`config.mk`:
```
export PLATFORM = sky130hd
export DESIGN_NAME = utf8_to_json_string_escaper_top
export DESIGN_NICKNAME = d
export VERILOG_FILES = /design/src/hdl/u2j_pkg.sv /design/src/hdl/utf8_to_json_string_escaper_top.sv
export VERILOG_INCLUDE_DIRS = /design/src /design/src/hdl
export SDC_FILE = /design/constraint.sdc
export NUM_CORES = 1
export LEC_CHECK = 0
export ABC_CLOCK_PERIOD_IN_PS = 11100
export BUFFER_PORTS_ARGS = -buffer_cell sky130_fd_sc_hd__buf_2
export CAP_MARGIN = 20
export CORE_MARGIN = 2
export CORE_UTILIZATION = 43
export DETAILED_ROUTE_END_ITERATION = 10
export GPL_ROUTABILITY_DRIVEN = 0
export HOLD_SLACK_MARGIN = 0.12
export SYNTH_ARGS = -nofsm -noshare
export SYNTH_HDL_FRONTEND = slang
export SYNTH_SLANG_ARGS = --single-unit
```
`constraint.sdc`:
```
create_clock -name i_clk -period 11.1 [get_ports i_clk]
set_input_delay 0.555 -clock i_clk [delete_from_list [all_inputs] [get_ports i_clk]]
set_output_delay 0.555 -clock i_clk [all_outputs]
set_load 0.05 [all_outputs]
```
`src/hdl/utf8_to_json_string_escaper_top_assert.svh`:
```
// assertion macros for the utf-8 to json string escaper top level
`ifndef UTF8_TO_JSON_STRING_ESCAPER_TOP_ASSERT_SVH
`define UTF8_TO_JSON_STRING_ESCAPER_TOP_ASSERT_SVH

// consequent must hold in the same cycle as the antecedent
`define U2J_ASSERT_NOW(lbl, ante, cons, msg) \
    lbl: assert property (@(posedge i_clk) disable iff (!i_rst_n) (ante) |-> (cons)) \
        else $error(msg);

// consequent must hold in the cycle after the antecedent
`define U2J_ASSERT_NEXT(lbl, ante, cons, msg) \
    lbl: assert property (@(posedge i_clk) disable iff (!i_rst_n) (ante) |=> (cons)) \
        else $error(msg);

`endif

```
`src/hdl/u2j_pkg.sv`:
```
// shared types, character codes and helpers for the utf-8 to json escaper
`default_nettype none

package u2j_pkg;

    localparam int MAX_RESULTS = 14;
    localparam int BODY_MAX    = 12;
    localparam int CNT_W       = $clog2(MAX_RESULTS + 1);

    // configuration register indexes
    localparam int REG_CHECK_OVERLONG = 0;

    typedef enum logic [1:0] {
        ERR_NONE      = 2'd0,
        ERR_MALFORMED = 2'd1,
        ERR_OVERLONG  = 2'd2,
        ERR_SURROGATE = 2'd3
    } t_err;

    localparam logic [7:0] CH_QUOTE  = 8'h22;
    localparam logic [7:0] CH_BSLASH = 8'h5C;
    localparam logic [7:0] CH_U      = 8'h75;
    localparam logic [7:0] CH_R      = 8'h72;
    localparam logic [7:0] CH_N      = 8'h6E;
    localparam logic [7:0] CH_T      = 8'h74;
    localparam logic [7:0] CH_NUL    = 8'h00;

    localparam logic [20:0] CP_TAB = 21'h09;
    localparam logic [20:0] CP_LF  = 21'h0A;
    localparam logic [20:0] CP_CR  = 21'h0D;
    localparam logic [20:0] CP_MAX = 21'h10FFFF;

    // uppercase ascii hex digit
    function automatic logic [7:0] hex_digit(input logic [3:0] v);
        if (v < 4'd10) begin
            return 8'h30 + {4'b0, v};
        end
        return 8'h37 + {4'b0, v};
    endfunction

endpackage

`default_nettype wire

```
`src/hdl/utf8_to_json_string_escaper_top.sv`:
```
// top level of the utf-8 to json string literal escaper
`default_nettype none

// Takes a UTF-8 string one byte per request on the slave stream and sends the
// bytes of the quoted JSON string literal on the master stream, one byte per
// cycle while the master is ready. Slave tdata is the raw byte, tuser[0] says
// the byte is present, tuser[1] opens a new string, tlast closes it. Master
// tlast marks the last result of one input request; a nonzero master tuser is
// an error result (1 malformed, 2 overlong, 3 encoded surrogate) with tdata
// zero, after which the rest of the string is dropped and no closing quote
// follows. A request is registered, decoded and expanded into up to 14 result
// bytes in one pass, then shifted out of a result register one byte a cycle
// while the master is ready. An item gives one result byte for a plain ASCII
// byte, six for a \uHHHH escape, twelve for a surrogate pair, plus quotes;
// items with no result are taken without loading the result register. The
// next request is taken while the last byte of the previous one is being
// sent, so the output port sets the rate. A request passes the input register
// and then the result register before its first result is on the master port.
// check_overlong sits at byte address 0 of the register port (reset 1).
module utf8_to_json_string_escaper_top (
    input  wire logic        i_clk,
    input  wire logic        i_rst_n,
    // input byte stream
    input  wire logic        s_axis_tvalid,
    output logic             s_axis_tready,
    input  wire logic [7:0]  s_axis_tdata,   // [7:0] data_byte
    input  wire logic [1:0]  s_axis_tuser,   // [0] carries_byte, [1] string_start
    input  wire logic        s_axis_tlast,   // string_end
    // escaped output stream
    output logic             m_axis_tvalid,
    input  wire logic        m_axis_tready,
    output logic [7:0]       m_axis_tdata,   // [7:0] out_byte
    output logic [1:0]       m_axis_tuser,   // [1:0] error_code
    output logic             m_axis_tlast,   // run_last
    // register port
    input  wire logic        psel,
    input  wire logic        penable,
    input  wire logic        pwrite,
    input  wire logic [1:0]  paddr,
    input  wire logic [31:0] pwdata,
    output logic [31:0]      prdata,
    output logic             pready
);

    localparam int CW = u2j_pkg::CNT_W;

    // register port: a single register, so every word address hits it
    logic r_check;
    logic reg_wr;
    logic [1:0] unused_addr;

    assign pready      = 1'b1;
    assign reg_wr      = psel && penable && pwrite && pready;
    assign unused_addr = paddr;
    assign prdata      = {31'b0, r_check};

    always_ff @(posedge i_clk) begin
        if (!i_rst_n) begin
            r_check <= 1'b1;
        end else if (reg_wr) begin
            r_check <= pwdata[0];
        end
    end

    // input register
    logic       r_in_valid;
    logic [7:0] r_in_byte;
    logic       r_in_carries;
    logic       r_in_start;
    logic       r_in_end;
    logic       consume;

    assign s_axis_tready = !r_in_valid || consume;

    always_ff @(posedge i_clk) begin
        if (!i_rst_n) begin
            r_in_valid <= 1'b0;
        end else if (s_axis_tready) begin
            r_in_valid <= s_axis_tvalid;
        end
    end

    always_ff @(posedge i_clk) begin
        if (s_axis_tvalid && s_axis_tready) begin
            r_in_byte    <= s_axis_tdata;
            r_in_carries <= s_axis_tuser[0];
            r_in_start   <= s_axis_tuser[1];
            r_in_end     <= s_axis_tlast;
        end
    end

    // decoder state
    logic [20:0] r_acc;
    logic [1:0]  r_pend;
    logic [1:0]  r_len;
    logic        r_skip;
    logic [20:0] n_acc;
    logic [1:0]  n_pend;
    logic [1:0]  n_len;
    logic        n_skip;

    // per-request decode
    logic [20:0]     st_acc;
    logic [1:0]      st_pend;
    logic [1:0]      st_len;
    logic            take;
    logic [20:0]     acc_sh;
    logic [1:0]      pend_dec;
    logic            overlong;
    logic            do_emit;
    logic [20:0]     emit_cp;
    u2j_pkg::t_err   byte_err;
    logic            tail_quote;
    u2j_pkg::t_err   tail_err;
    logic            tail_any;

    always_comb begin
        st_acc   = r_in_start ? 21'd0 : r_acc;
        st_pend  = r_in_start ? 2'd0  : r_pend;
        st_len   = r_in_start ? 2'd0  : r_len;
        n_acc    = st_acc;
        n_pend   = st_pend;
        n_len    = st_len;
        n_skip   = r_in_start ? 1'b0 : r_skip;
        take     = r_in_carries && !n_skip;
        acc_sh   = {st_acc[14:0], r_in_byte[5:0]};
        pend_dec = st_pend - 2'd1;
        do_emit  = 1'b0;
        emit_cp  = {13'b0, r_in_byte};
        byte_err = u2j_pkg::ERR_NONE;
        overlong = 1'b0;

        unique case (st_len)
            2'd1:    overlong = (acc_sh[20:7] == 14'd0);
            2'd2:    overlong = (acc_sh[20:11] == 10'd0);
            default: overlong = (acc_sh[20:16] == 5'd0);
        endcase

        if (take) begin
            if (st_pend == 2'd0) begin
                if (!r_in_byte[7]) begin
                    do_emit = 1'b1;
                end else if (r_in_byte[7:5] == 3'b110) begin
                    n_acc  = {16'b0, r_in_byte[4:0]};
                    n_pend = 2'd1;
                    n_len  = 2'd1;
                end else if (r_in_byte[7:4] == 4'b1110) begin
                    n_acc  = {17'b0, r_in_byte[3:0]};
                    n_pend = 2'd2;
                    n_len  = 2'd2;
                end else if (r_in_byte[7:3] == 5'b11110) begin
                    n_acc  = {18'b0, r_in_byte[2:0]};
                    n_pend = 2'd3;
                    n_len  = 2'd3;
                end else begin
                    byte_err = u2j_pkg::ERR_MALFORMED;
                end
            end else if (r_in_byte[7:6] != 2'b10) begin
                byte_err = u2j_pkg::ERR_MALFORMED;
            end else if (pend_dec != 2'd0) begin
                n_acc  = acc_sh;
                n_pend = pend_dec;
            end else begin
                // sequence complete: overlong, range, then surrogate
                n_acc   = 21'd0;
                n_pend  = 2'd0;
                n_len   = 2'd0;
                emit_cp = acc_sh;
                if (r_check && overlong) begin
                    byte_err = u2j_pkg::ERR_OVERLONG;
                end else if (acc_sh > u2j_pkg::CP_MAX) begin
                    byte_err = u2j_pkg::ERR_MALFORMED;
                end else if (acc_sh[20:11] == 10'h01B) begin
                    byte_err = u2j_pkg::ERR_SURROGATE;
                end else begin
                    do_emit = 1'b1;
                end
            end
        end

        if (byte_err != u2j_pkg::ERR_NONE) begin
            n_skip = 1'b1;
            n_acc  = 21'd0;
            n_pend = 2'd0;
            n_len  = 2'd0;
        end

        // string end: closing quote, or an error if a sequence is cut short
        tail_quote = 1'b0;
        tail_err   = u2j_pkg::ERR_NONE;
        if (r_in_end) begin
            if (!n_skip) begin
                if (n_pend != 2'd0) begin
                    tail_err = u2j_pkg::ERR_MALFORMED;
                end else begin
                    tail_quote = 1'b1;
                end
            end
            n_acc  = 21'd0;
            n_pend = 2'd0;
            n_len  = 2'd0;
            n_skip = 1'b0;
        end
        tail_any = tail_quote || (tail_err != u2j_pkg::ERR_NONE);
    end

    // expansion of one code point into its escaped bytes
    logic [7:0]  body [u2j_pkg::BODY_MAX];
    logic [3:0]  body_len;
    logic [19:0] supp;
    logic [15:0] hi_unit;
    logic [15:0] lo_unit;

    assign supp    = 20'(emit_cp - 21'h10000);
    assign hi_unit = {6'b110110, supp[19:10]};
    assign lo_unit = {6'b110111, supp[9:0]};

    always_comb begin
        for (int i = 0; i < u2j_pkg::BODY_MAX; i++) begin
            body[i] = u2j_pkg::CH_NUL;
        end
        body_len = 4'd0;
        if (byte_err != u2j_pkg::ERR_NONE) begin
            body_len = 4'd1;
        end else if (do_emit) begin
            if (emit_cp == {13'b0, u2j_pkg::CH_QUOTE}
                    || emit_cp == {13'b0, u2j_pkg::CH_BSLASH}) begin
                body[0]  = u2j_pkg::CH_BSLASH;
                body[1]  = emit_cp[7:0];
                body_len = 4'd2;
            end else if (emit_cp[20:7] == 14'd0 && emit_cp[6:5] != 2'b00) begin
                body[0]  = emit_cp[7:0];
                body_len = 4'd1;
            end else if (emit_cp == u2j_pkg::CP_CR) begin
                body[0]  = u2j_pkg::CH_BSLASH;
                body[1]  = u2j_pkg::CH_R;
                body_len = 4'd2;
            end else if (emit_cp == u2j_pkg::CP_LF) begin
                body[0]  = u2j_pkg::CH_BSLASH;
                body[1]  = u2j_pkg::CH_N;
                body_len = 4'd2;
            end else if (emit_cp == u2j_pkg::CP_TAB) begin
                body[0]  = u2j_pkg::CH_BSLASH;
                body[1]  = u2j_pkg::CH_T;
                body_len = 4'd2;
            end else if (emit_cp[20:16] == 5'd0) begin
                body[0]  = u2j_pkg::CH_BSLASH;
                body[1]  = u2j_pkg::CH_U;
                body[2]  = u2j_pkg::hex_digit(emit_cp[15:12]);
                body[3]  = u2j_pkg::hex_digit(emit_cp[11:8]);
                body[4]  = u2j_pkg::hex_digit(emit_cp[7:4]);
                body[5]  = u2j_pkg::hex_digit(emit_cp[3:0]);
                body_len = 4'd6;
            end else begin
                // surrogate pair
                body[0]  = u2j_pkg::CH_BSLASH;
                body[1]  = u2j_pkg::CH_U;
                body[2]  = u2j_pkg::hex_digit(hi_unit[15:12]);
                body[3]  = u2j_pkg::hex_digit(hi_unit[11:8]);
                body[4]  = u2j_pkg::hex_digit(hi_unit[7:4]);
                body[5]  = u2j_pkg::hex_digit(hi_unit[3:0]);
                body[6]  = u2j_pkg::CH_BSLASH;
                body[7]  = u2j_pkg::CH_U;
                body[8]  = u2j_pkg::hex_digit(lo_unit[15:12]);
                body[9]  = u2j_pkg::hex_digit(lo_unit[11:8]);
                body[10] = u2j_pkg::hex_digit(lo_unit[7:4]);
                body[11] = u2j_pkg::hex_digit(lo_unit[3:0]);
                body_len = 4'd12;
            end
        end
    end

    // full result list: opening quote, body, then closing quote or error
    logic [7:0]    plan [u2j_pkg::MAX_RESULTS];
    logic [CW-1:0] plan_cnt;
    u2j_pkg::t_err plan_err;

    assign plan_cnt = CW'({3'b0, r_in_start}) + CW'(body_len) + CW'({3'b0, tail_any});
    assign plan_err = (byte_err != u2j_pkg::ERR_NONE) ? byte_err : tail_err;

    always_comb begin
        for (int k = 0; k < u2j_pkg::MAX_RESULTS; k++) begin
            logic [3:0] j;
            j = 4'(k) - {3'b0, r_in_start};
            if (4'(k) < {3'b0, r_in_start}) begin
                plan[k] = u2j_pkg::CH_QUOTE;
            end else if (j < body_len) begin
                plan[k] = body[j];
            end else begin
                plan[k] = tail_quote ? u2j_pkg::CH_QUOTE : u2j_pkg::CH_NUL;
            end
        end
    end

    // result shift register, entry 0 is on the port
    logic [7:0]    r_ob [u2j_pkg::MAX_RESULTS];
    logic [CW-1:0] r_left;
    u2j_pkg::t_err r_err;
    logic          advance;
    logic          ob_free;
    logic          load;

    assign advance = m_axis_tvalid && m_axis_tready;
    assign ob_free = (r_left == CW'(0)) || (r_left == CW'(1) && m_axis_tready);
    assign consume = r_in_valid && (ob_free || plan_cnt == CW'(0));
    assign load    = consume && (plan_cnt != CW'(0));

    always_ff @(posedge i_clk) begin
        if (!i_rst_n) begin
            r_left <= '0;
            r_acc  <= '0;
            r_pend <= '0;
            r_len  <= '0;
            r_skip <= 1'b0;
        end else begin
            if (load) begin
                r_left <= plan_cnt;
            end else if (advance) begin
                r_left <= r_left - CW'(1);
            end
            if (consume) begin
                r_acc  <= n_acc;
                r_pend <= n_pend;
                r_len  <= n_len;
                r_skip <= n_skip;
            end
        end
    end

    always_ff @(posedge i_clk) begin
        if (load) begin
            r_ob  <= plan;
            r_err <= plan_err;
        end else if (advance) begin
            for (int i = 0; i < u2j_pkg::MAX_RESULTS - 1; i++) begin
                r_ob[i] <= r_ob[i + 1];
            end
            r_ob[u2j_pkg::MAX_RESULTS - 1] <= u2j_pkg::CH_NUL;
        end
    end

    assign m_axis_tvalid = (r_left != CW'(0));
    assign m_axis_tdata  = r_ob[0];
    assign m_axis_tlast  = (r_left == CW'(1));
    // the error result is always the last one of its request
    assign m_axis_tuser  = m_axis_tlast ? r_err : u2j_pkg::ERR_NONE;

    `include "utf8_to_json_string_escaper_top_assert.svh"

    `U2J_ASSERT_NOW(a_err_is_last, m_axis_tvalid && m_axis_tuser != u2j_pkg::ERR_NONE, m_axis_tlast && m_axis_tdata == u2j_pkg::CH_NUL, "error result must be last with a zero byte")
    `U2J_ASSERT_NOW(a_left_bound, 1'b1, r_left <= CW'(u2j_pkg::MAX_RESULTS), "result count exceeds buffer depth")
    `U2J_ASSERT_NEXT(a_end_clears, consume && r_in_end, r_pend == 2'd0 && r_skip == 1'b0 && r_acc == 21'd0, "decoder state not cleared at string end")
    `U2J_ASSERT_NEXT(a_stall_holds, m_axis_tvalid && !m_axis_tready, r_left == $past(r_left), "pending results changed while stalled")

endmodule

`default_nettype wire
```
==> results of run 1 <==
==> layout make-up <==
class / count / area, um2 / share of cell area, %
clock inverters: 13 / 189 / 1.85
clock buffers: 19 / 433 / 4.24
flip-flops and latches: 140 / 3940 / 38.6
multi-input cells: 768 / 4900 / 48.0
inverters: 45 / 169 / 1.65
repair buffers: 41 / 228 / 2.23
well taps: 280 / 350 / 3.43
==> path summary, 6_finish.rpt <==
| kind | startpoint | end | slack (ns) | depth (start not counted) |
|---|---|---|---|---|
| max | r_in_start$_DFFE_PP_ | r_ob[38]$_DFFE_PP_ | 3.09 | 25 |
| max reg2reg | r_in_start$_DFFE_PP_ | r_ob[38]$_DFFE_PP_ | 3.09 | 25 |
| min reg2reg | r_pend[1]$_SDFFE_PN0P_ | r_pend[1]$_SDFFE_PN0P_ | 0.48 | 1 |
| min | s_axis_tdata[6] | r_in_byte[6]$_DFFE_PP_ | 0.30 | 1 |
==> cells in the final DEF, fill, tap and decap left out, types with 22 or more instances in the layout <==
cell type	instances
a31oi_1	22
buf_2	32
ha_1	49
o21ai_0	54
nand3_1	34
nor3_1	28
edfxtp_1	114
nor2_1	78
conb_1	33
dfxtp_1	26
inv_1	42
a21oi_1	42
nand2_1	127
o31ai_1	29
==> sequential cells by signal (all words and copies together) (netlist names) <==
name / count
r_ob: 93
r_len: 2
m_axis_tdata: 8
r_pend: 2
r_check: 1
r_skip: 1
r_acc: 15
r_in_valid: 1
r_in_end: 1
r_in_byte: 8
r_in_carries: 1
r_in_start: 1
r_err: 2
r_left: 4
==> cell families (layout without fill, tap and decap cells) <==
| family | after synthesis | after routing | share of synthesized area, % |
|---|---|---|---|
| other | 2 | 33 | 0.0790 |
| DFF | 140 | 140 | 41.5 |
| AOI/OAI and AO/OA | 286 | 286 | 21.2 |
| buffers and inverters | 148 | 118 | 8.26 |
| muxes | 17 | 17 | 1.90 |
| adders and majority gates | 50 | 50 | 6.66 |
| and+or+nand+nor | 365 | 365 | 18.8 |
| xor gates and xnor gates | 17 | 17 | 1.57 |
==> stage by stage <==
stage | util [%] | area (um2)
after floorplan | - | 9620
after global placement | 44.1 | 9590
after detailed placement | 44.1 | 9590
after CTS | 46.9 | 10200
after global routing | 46.9 | 10200
final | 46.9 | 10200
==> power groups by stage <==
stage	clock network (mW)	logic [mW]	registers, mW
3_5_place_dp	0	0.763	0.983
2_1_floorplan	0	0.632	0.970
5_1_grt	0.637	0.849	0.996
3_3_place_gp	0	0.758	0.978
4_1_cts	0.619	0.765	0.975
6_report	0.613	0.761	0.974
==> worst max-delay path, cell delays in order (launching register included) <==
cell       delay [ns]
edfxtp_1         0.52
nand2b_1         0.29
ha_1             0.48
nand4bb_1        0.40
nor3_1           0.25
buf_4            0.24
nand2_1          0.17
ha_1             0.35
o41ai_4          0.08
buf_4            0.38
nor2_1           0.16
a21o_1           0.38
nor2b_1          0.43
nand2b_1         0.32
inv_1            0.10
fa_1             0.43
inv_1            0.07
ha_1             0.34
nand3_1          0.19
nor2_1           0.14
nand4_1          0.17
o311ai_4         0.13
buf_4            0.50
buf_4            0.72
nor2_1           0.23
a21o_1           0.21
==> metal layers <==
layer  up-vias  GRT usage, %  share of wire, %
li1       3682             -                 -
met1      3714          32.6                46
met2       353          34.2                45
met3        35          3.78               7.2
met4         0          5.60               1.5
met5         -             0                 0
==> results_dict.tcl, run 1 <==
set metrics [dict create \
    clock_sinks 140 \
    intPower_mw 1.50 \
    cp-end-kind "register" \
    drtPass1Iterations 5 \
    grt_pass1_vias 7218 \
    initial_utilization_pct 43.7 \
    synthTopCellsByCount "nand2_1, edfxtp_1, nor2_1" \
    antenna_left 0 \
    startpoint_type "register" \
    power.total_mw 2.35 \
    drt_iter0_drc 798 \
    vias 7784 \
    power.share.clock_pct 26.1 \
    holdBufCountCts 0 \
    clk_latency_ns 0.43 \
    wl_mm 26.0 \
    cts_root_buf "clkbuf_16" \
    dieArea_mm2 0.0233 \
    status "complete, no violations" \
    hp-class "in2reg" \
    yosysSeqAreaShare_pct 41.5 \
    cts_resized 0 \
    synth_area_mm2 0.00950 \
    cp_data_arrival_time_ns 8.19 \
    power_frac_comb_pct 32.4 \
    yosys.area.top_type_share_pct 36.0 \
    fillers 2133 \
    final_max_slew_viol_count 0 \
    finalSetupTns_ns 0 \
    grt_max_degree 87 \
    syn_avg_cell_area_um2 9.27 \
    cts_tree "built" \
    fin_crit_sh_pct 72.1 \
    finClkSkew_ns 0.00836 \
    peakVddDrop_mv 0.158 \
    wl_per_cell_um 19.9 \
    synth_top_area_cell "edfxtp_1" \
    grt_first_pass_wirelength_mm 41.1 \
    hold_slack_ns 0.302 \
    clk_pin_slew_ns 0.06 \
    pre_cts_slack_ns 3.16 \
    max-cap-violations 0 \
    crit_type "reg2reg" \
    numCtsBuffers 17 \
    syn2layout_area_growth_pct 7.45 \
    worstMarginPinSlew_ns 0.983 \
    ios 98 \
    yosysWarnings 0 \
    fmax_mhz 125 \
    grt_usage_pct 22.2 \
    p_sw_share_pct 36.1 \
    netlist_top_cells_area "edfxtp_1, ha_1, dfxtp_1, nand2_1, buf_4" \
    ys_types 88 \
    antenna_cells 0 \
    clockBufferDepth 2 \
    slew-limit-headroom_pct 33.8 \
    async_flop_share_pct 0 \
    synth-seq-cells 140 \
    power.switching_mw 0.849 \
    route.detailed.drc 0 \
    post_drt_via_cell_ratio 5.96 \
    final_nets 1115 \
    die_y_um 153 \
    power_leakage_nw 3.96 \
    p_seq_share_pct 41.5 \
    rsz0062_at_grt "false" \
    required_ns 11.28 \
    h-tree-depth 4 \
    fin_ws_ns 3.09 \
    fp.coreArea_mm2 0.0218 \
    yosysMostFrequentCell "nand2_1" \
    cp_max_fo 86 \
    hpwlAfterDp_mm 17.7 \
    grt_overflow 0 \
    dp_cells 1274 \
    port-buffer-count 32 \
    synthCells 1025 \
    fin_cells 1306 \
    layout-drive-gt1-share_pct 10.9 \
    num_rows 54 \
    post-cts-setup-buffers 0 \
    synth_ff_type "edfxtp_1" \
    power_density_mw_per_mm2 230 \
    synth_edf_count 114 \
    setup-violations-final 0 \
    hold_viol_final 0 \
    fp.dieW_um 153 \
    antenna_found_initial 0 \
    finalCriticalPeriod_ns 8.01 \
]
Power figures use the tool's default switching activity.
==> run 2, diff against run 1 <==
--- a/config.mk
+++ b/config.mk
@@ -6,7 +6,7 @@
 export SDC_FILE = /design/constraint.sdc
 export NUM_CORES = 1
 export LEC_CHECK = 0
-export ABC_CLOCK_PERIOD_IN_PS = 11100
+export ABC_CLOCK_PERIOD_IN_PS = 7340
 export BUFFER_PORTS_ARGS = -buffer_cell sky130_fd_sc_hd__buf_2
 export CAP_MARGIN = 20
 export CORE_MARGIN = 2
==> constraint.sdc (replaced) <==
create_clock -name i_clk -period 7.34 [get_ports i_clk]
set_input_delay 0.367 -clock i_clk [delete_from_list [all_inputs] [get_ports i_clk]]
set_output_delay 0.367 -clock i_clk [all_outputs]
set_load 0.05 [all_outputs]
==> run 2 against run 1 <==
  * First-iteration DRC count fell by 1.6%
  * Setup slack lost 2.5 ns
  * Register-to-register slack got worse by 2.5 ns
  * Wire length rose by 0.14%
  * Worst hold slack worse by 0.15 ns
  * Maximum frequency increased by 19%
  * Critical path depth fell by 1
  * Clock skew fell by 0.00082 ns
  * Final area is 0.60% higher
==> results_dict.tcl, run 2 (synthesis results as in run 1) <==
set metrics [dict create \
    drtPass1Iterations 5 \
    fp.dieW_um 153 \
    max-cap-violations 0 \
    port-buffer-count 32 \
    cp-end-kind "register" \
    largest_register_ff_count 93 \
    route.detailed.drc 0 \
    cp_data_arrival_time_ns 6.94 \
    final_nets 1133 \
    status "complete, no violations" \
    pre_cts_slack_ns 0.648 \
    hp-class "in2reg" \
    layout-drive-gt1-share_pct 11.0 \
    clockBufferDepth 2 \
    startpoint_type "register" \
    grt_overflow 0 \
    vias 7795 \
    holdBufCountCts 11 \
    wl_per_cell_um 19.7 \
    power_density_mw_per_mm2 332 \
    clk_latency_ns 0.43 \
    hold_viol_final 0 \
    clk_pin_slew_ns 0.06 \
    num_rows 54 \
    numCtsBuffers 17 \
    antenna_cells 0 \
    cp_max_fo 47 \
    grt_first_pass_wirelength_mm 40.6 \
    post_drt_via_cell_ratio 5.90 \
    rsz0062_at_grt "false" \
    final_max_slew_viol_count 0 \
    top_regs "r_ob x93, r_acc x15" \
    fillers 2101 \
    drt_iter0_drc 785 \
    grt_usage_pct 22.0 \
    hpwlAfterDp_mm 17.9 \
    clock_sinks 140 \
    finalSetupTns_ns 0 \
    layout_common_cells "nand2_1, edfxtp_1, nor2_1" \
    antenna_left 0 \
    peakVddDrop_mv 0.307 \
    antenna_found_initial 0 \
    wl_mm 26.0 \
    dieArea_mm2 0.0233 \
    r2r_setup_slack_ns 0.58 \
    cts_tree "built" \
    ios 98 \
    cts_root_buf "clkbuf_16" \
    post-cts-setup-buffers 0 \
    die_y_um 153 \
    crit_type "reg2reg" \
    fin_ws_ns 0.584 \
    grt_pass1_vias 7173 \
    worstMarginPinSlew_ns 0.884 \
    finClkSkew_ns 0.00755 \
    setup-violations-final 0 \
    cts_resized 0 \
    largest-register "r_ob" \
    power_leakage_nw 3.99 \
    finalCriticalPeriod_ns 6.76 \
    initial_utilization_pct 43.7 \
    grt_max_degree 91 \
    h-tree-depth 4 \
    required_ns 7.52 \
    slew-limit-headroom_pct 40.5 \
    fin_crit_sh_pct 92.0 \
    fp.coreArea_mm2 0.0218 \
    hold_slack_ns 0.155 \
    layout_commonest_cell "nand2_1" \
    fmax_mhz 148 \
    syn2layout_area_growth_pct 8.10 \
]
[run 2: cell count changes in the layout (fill, tap and decap cells not counted)]
cell,before,now
dlygate4sd3_1,0,11
buf_4,9,15
bufinv_16,4,0
clkinv_1,0,2
inv_6,3,1
buf_12,0,1
clkinv_4,2,3
clkinvlp_4,2,3
[run 2: worst max-delay path, cell delays in order (launching register included)]
cell and delay [ns]:
edfxtp_1 0.45, nand2b_1 0.27, ha_1 0.48, nand4bb_1 0.42
nor3_1 0.25, buf_4 0.23, and2_1 0.26, inv_1 0.09
ha_1 0.18, nand4_1 0.15, nor2_1 0.11, a21o_1 0.36
nor2b_1 0.43, nand2b_1 0.33, inv_1 0.10, fa_1 0.44
inv_1 0.08, ha_1 0.35, nand3_1 0.18, nor2_1 0.12
nand4_1 0.16, o311ai_4 0.19, buf_4 0.47, nor2_1 0.19
a21o_1 0.19
[run 2: where the power goes]
| group | switching, mW | internal, mW |
|---|---|---|
| logic | 0.822 | 0.354 |
| registers | 0.109 | 1.36 |
| clock network | 0.344 | 0.426 |
| total | 1.27 | 2.14 |
[run 2: final cells by class]
type / count / area, um2 / share of cell area [%]
timing repair buffer: 59 / 403 / 3.92
sequential: 140 / 3940 / 38.4
inverter: 45 / 169 / 1.64
tap: 280 / 350 / 3.41
multi-input combinational: 768 / 4900 / 47.7
clock inverter: 11 / 75.1 / 0.731
clock buffer: 19 / 433 / 4.22
[run 2: stage by stage]
stage / util, % / instances / total power, mW / cell area, um2
finish: 47.2 / 1322 / 3.41 / 10300
global route: 47.2 / 1322 / 3.61 / 10300
CTS: 47.2 / 1322 / 3.42 / 10300
detailed placement: 44.4 / 1281 / 2.65 / 9650
global placement: 44.4 / 1281 / 2.63 / 9650
floorplan: - / 1056 / 2.41 / 9620
[run 2: final timing paths]
path	start	end	depth (start not counted)
hold / removal	pwdata[0]	r_check$_SDFFE_PN1P_	3
setup reg to reg	r_in_start$_DFFE_PP_	r_ob[38]$_DFFE_PP_	24
setup / recovery	r_in_start$_DFFE_PP_	r_ob[38]$_DFFE_PP_	24
hold reg to reg	r_pend[1]$_SDFFE_PN0P_	r_pend[1]$_SDFFE_PN0P_	1
[run 2: layer usage]
layer  vias to the layer above  GRT usage, %  wire (um)
met4                         0          6.57        436
met1                      3723          32.0      12200
met5                         -             0          0
li1                       3737             -          -
met2                       303          33.5      11700
met3                        32          3.75       1650
==> run 3, diff against run 2 <==
--- a/config.mk
+++ b/config.mk
@@ -11,9 +11,11 @@
 export CAP_MARGIN = 20
 export CORE_MARGIN = 2
 export CORE_UTILIZATION = 43
+export CTS_BUF_LIST = sky130_fd_sc_hd__clkbuf_2
 export DETAILED_ROUTE_END_ITERATION = 10
 export GPL_ROUTABILITY_DRIVEN = 0
 export HOLD_SLACK_MARGIN = 0.12
+export PLACE_DENSITY = 0.67
 export SYNTH_ARGS = -nofsm -noshare
 export SYNTH_HDL_FRONTEND = slang
 export SYNTH_SLANG_ARGS = --single-unit
==> run 3 against run 2 <==
  * Total power decreased by 11%
  * Clock power decreased by 47%
  * Critical endpoint is now s_axis_tready
  * Combinational power is essentially flat
==> results_dict.tcl, run 3 (synthesis results as in run 1) <==
set metrics [dict create \
    clockBufferDepth 2 \
    peakVddDrop_mv 0.258 \
    top_regs "r_ob x93, r_acc x15" \
    finClkSkew_ns 0.0443 \
    grt_usage_pct 21.3 \
    ios 98 \
    fin_crit_sh_pct 92.5 \
    required_ns 6.97 \
    largest_register_ff_count 93 \
    hold_depth 2 \
    wl_mm 25.1 \
    placed_cell_area_mm2 0.00964 \
    crit_type "reg2out" \
    pre_cts_slack_ns 0.614 \
    finalCriticalPeriod_ns 6.79 \
    dieArea_mm2 0.0233 \
    grt_max_degree 117 \
    clock_sinks 140 \
    rr_endpoint "r_ob[50]$_DFFE_PP_" \
    grt_pass1_vias 7135 \
    hold_viol_final 0 \
    route.detailed.drc 0 \
    cts_root_buf "clkbuf_2" \
    post_drt_via_cell_ratio 5.94 \
    clk_pin_slew_ns 0.18 \
    power_leakage_nw 3.88 \
    slew-limit-headroom_pct 37.5 \
    rr_worst_depth 26 \
    status "complete, no violations" \
    numCtsBuffers 17 \
    drt_iter0_drc 775 \
    largest-register "r_ob" \
    multi_input_area_mm2 0.00491 \
    final_max_slew_viol_count 0 \
    syn2layout_area_growth_pct 5.70 \
    clk_latency_ns 0.72 \
    post-route-util_pct 46.2 \
    fin_cells 1330 \
    startpoint_type "register" \
    post-cts-setup-buffers 0 \
    fp.dieW_um 153 \
    rsz0062_at_grt "false" \
    crit-reg2reg-launch "r_in_start$_DFFE_PP_" \
    h-tree-depth 4 \
    fillers 2136 \
    fmax_mhz 147 \
    hpwlAfterDp_mm 17.3 \
    layout_common_cells "nand2_1, edfxtp_1, nor2_1" \
    cp-end-kind "output pin" \
    hold_start "s_axis_tuser[0]" \
    max-cap-violations 0 \
    power_density_mw_per_mm2 303 \
    dp_cells 1278 \
    wl_per_cell_um 18.9 \
    fin_ws_ns 0.554 \
    layout_commonest_cell "nand2_1" \
    layout-drive-gt1-share_pct 11.2 \
    finalSetupTns_ns 0 \
    port-buffer-count 32 \
    antenna_found_initial 1 \
    fp.coreArea_mm2 0.0218 \
    hp-class "in2reg" \
    num_rows 54 \
    cp_data_arrival_time_ns 6.42 \
    drtPass1Iterations 6 \
    antenna_left 0 \
    grt_overflow 0 \
    fin_area_mm2 0.0100 \
    cp_max_fo 21 \
    setup-violations-final 0 \
    cts_tree "built" \
    worstMarginPinSlew_ns 0.928 \
    grt_first_pass_wirelength_mm 39.9 \
    hold-path-endpoint "r_in_carries$_DFFE_PP_" \
    final_nets 1138 \
    r2r_setup_slack_ns 0.79 \
    vias 7901 \
    initial_utilization_pct 43.7 \
    register_area_mm2 0.00394 \
    die_y_um 153 \
]
==> run 3: cell types whose count changed in the layout (fill, tap and decap cells not counted), moves of 4 or more <==
cell and change:
clkbuf_2 +18, dlygate4sd3_1 +8, buf_4 -4, clkbuf_16 -17
==> run 3: through the flow <==
step	power, mW	hold slack (ns)
after global routing	3.25	0.294
final	3.04	0.369
after global placement	2.62	0.451
after detailed placement	2.65	0.456
after floorplan	2.41	0.436
after CTS	3.06	0.301
==> run 3: worst max-delay path by stage <==
stage,slack (ns),to,cells past startpoint,from
after floorplan,0.67,r_left[3]$_SDFFE_PN0P_,25,r_in_start$_DFFE_PP_
after CTS,0.23,s_axis_tready,22,r_in_start$_DFFE_PP_
after detailed placement,0.61,r_ob[50]$_DFFE_PP_,24,r_in_start$_DFFE_PP_
after global routing,0.06,s_axis_tready,24,r_in_start$_DFFE_PP_
after global placement,0.75,r_ob[52]$_DFFE_PP_,25,r_in_start$_DFFE_PP_
final,0.55,s_axis_tready,23,r_in_start$_DFFE_PP_
==> run 3: final cells by class <==
| type | count | area share (%) |
|---|---|---|
| Sequential cell | 140 | 39.3 |
| Inverter | 45 | 1.68 |
| Timing Repair Buffer | 64 | 4.71 |
| Clock inverter | 13 | 1.02 |
| Clock buffer | 18 | 0.897 |
| Multi-Input combinational cell | 768 | 48.9 |
| Antenna cell | 2 | 0.0498 |
| Tap cell | 280 | 3.49 |
==> run 3: worst max-delay path: stages, from the launching register on <==
cell       delay, ns
edfxtp_1        0.42
buf_4           0.20
nand2b_1        0.24
ha_2            0.35
nand4bb_1       0.37
nor3_1          0.26
buf_4           0.23
and2_1          0.26
inv_1           0.10
ha_1            0.19
nand4_1         0.16
nor2_1          0.12
a21o_1          0.37
nor2b_2         0.31
nand2b_1        0.29
inv_1           0.10
fa_1            0.44
inv_1           0.08
ha_2            0.28
nand3_1         0.16
mux2i_1         0.30
a21oi_1         0.17
inv_1           0.07
buf_2           0.25
==> run 3: per-layer routing <==
metal	part of all wire [%]	GRT usage, %	wire length (um)
met1	45	31.0	11300
met2	45	32.1	11200
met3	7.5	4.32	1890
met4	2.6	6.35	644
met5	0	0	0
==> run 3: repair_timing <==
| action | in CTS | in global routing |
|---|---|---|
| hold endpoints to repair | 24 | 0 |
| hold buffers | 19 | 0 |
| setup endpoints to repair | 0 | 27 |
| gates resized for setup | 0 | 4 |
==> run 3: power breakdown <==
part | total [mW] | switching, mW | leakage (nW) | internal, mW
registers | 1.46 | 0.116 | 1.31 | 1.35
logic | 1.18 | 0.811 | 2.46 | 0.364
clock network | 0.406 | 0.289 | 0.112 | 0.116
total | 3.04 | 1.22 | 3.88 | 1.83
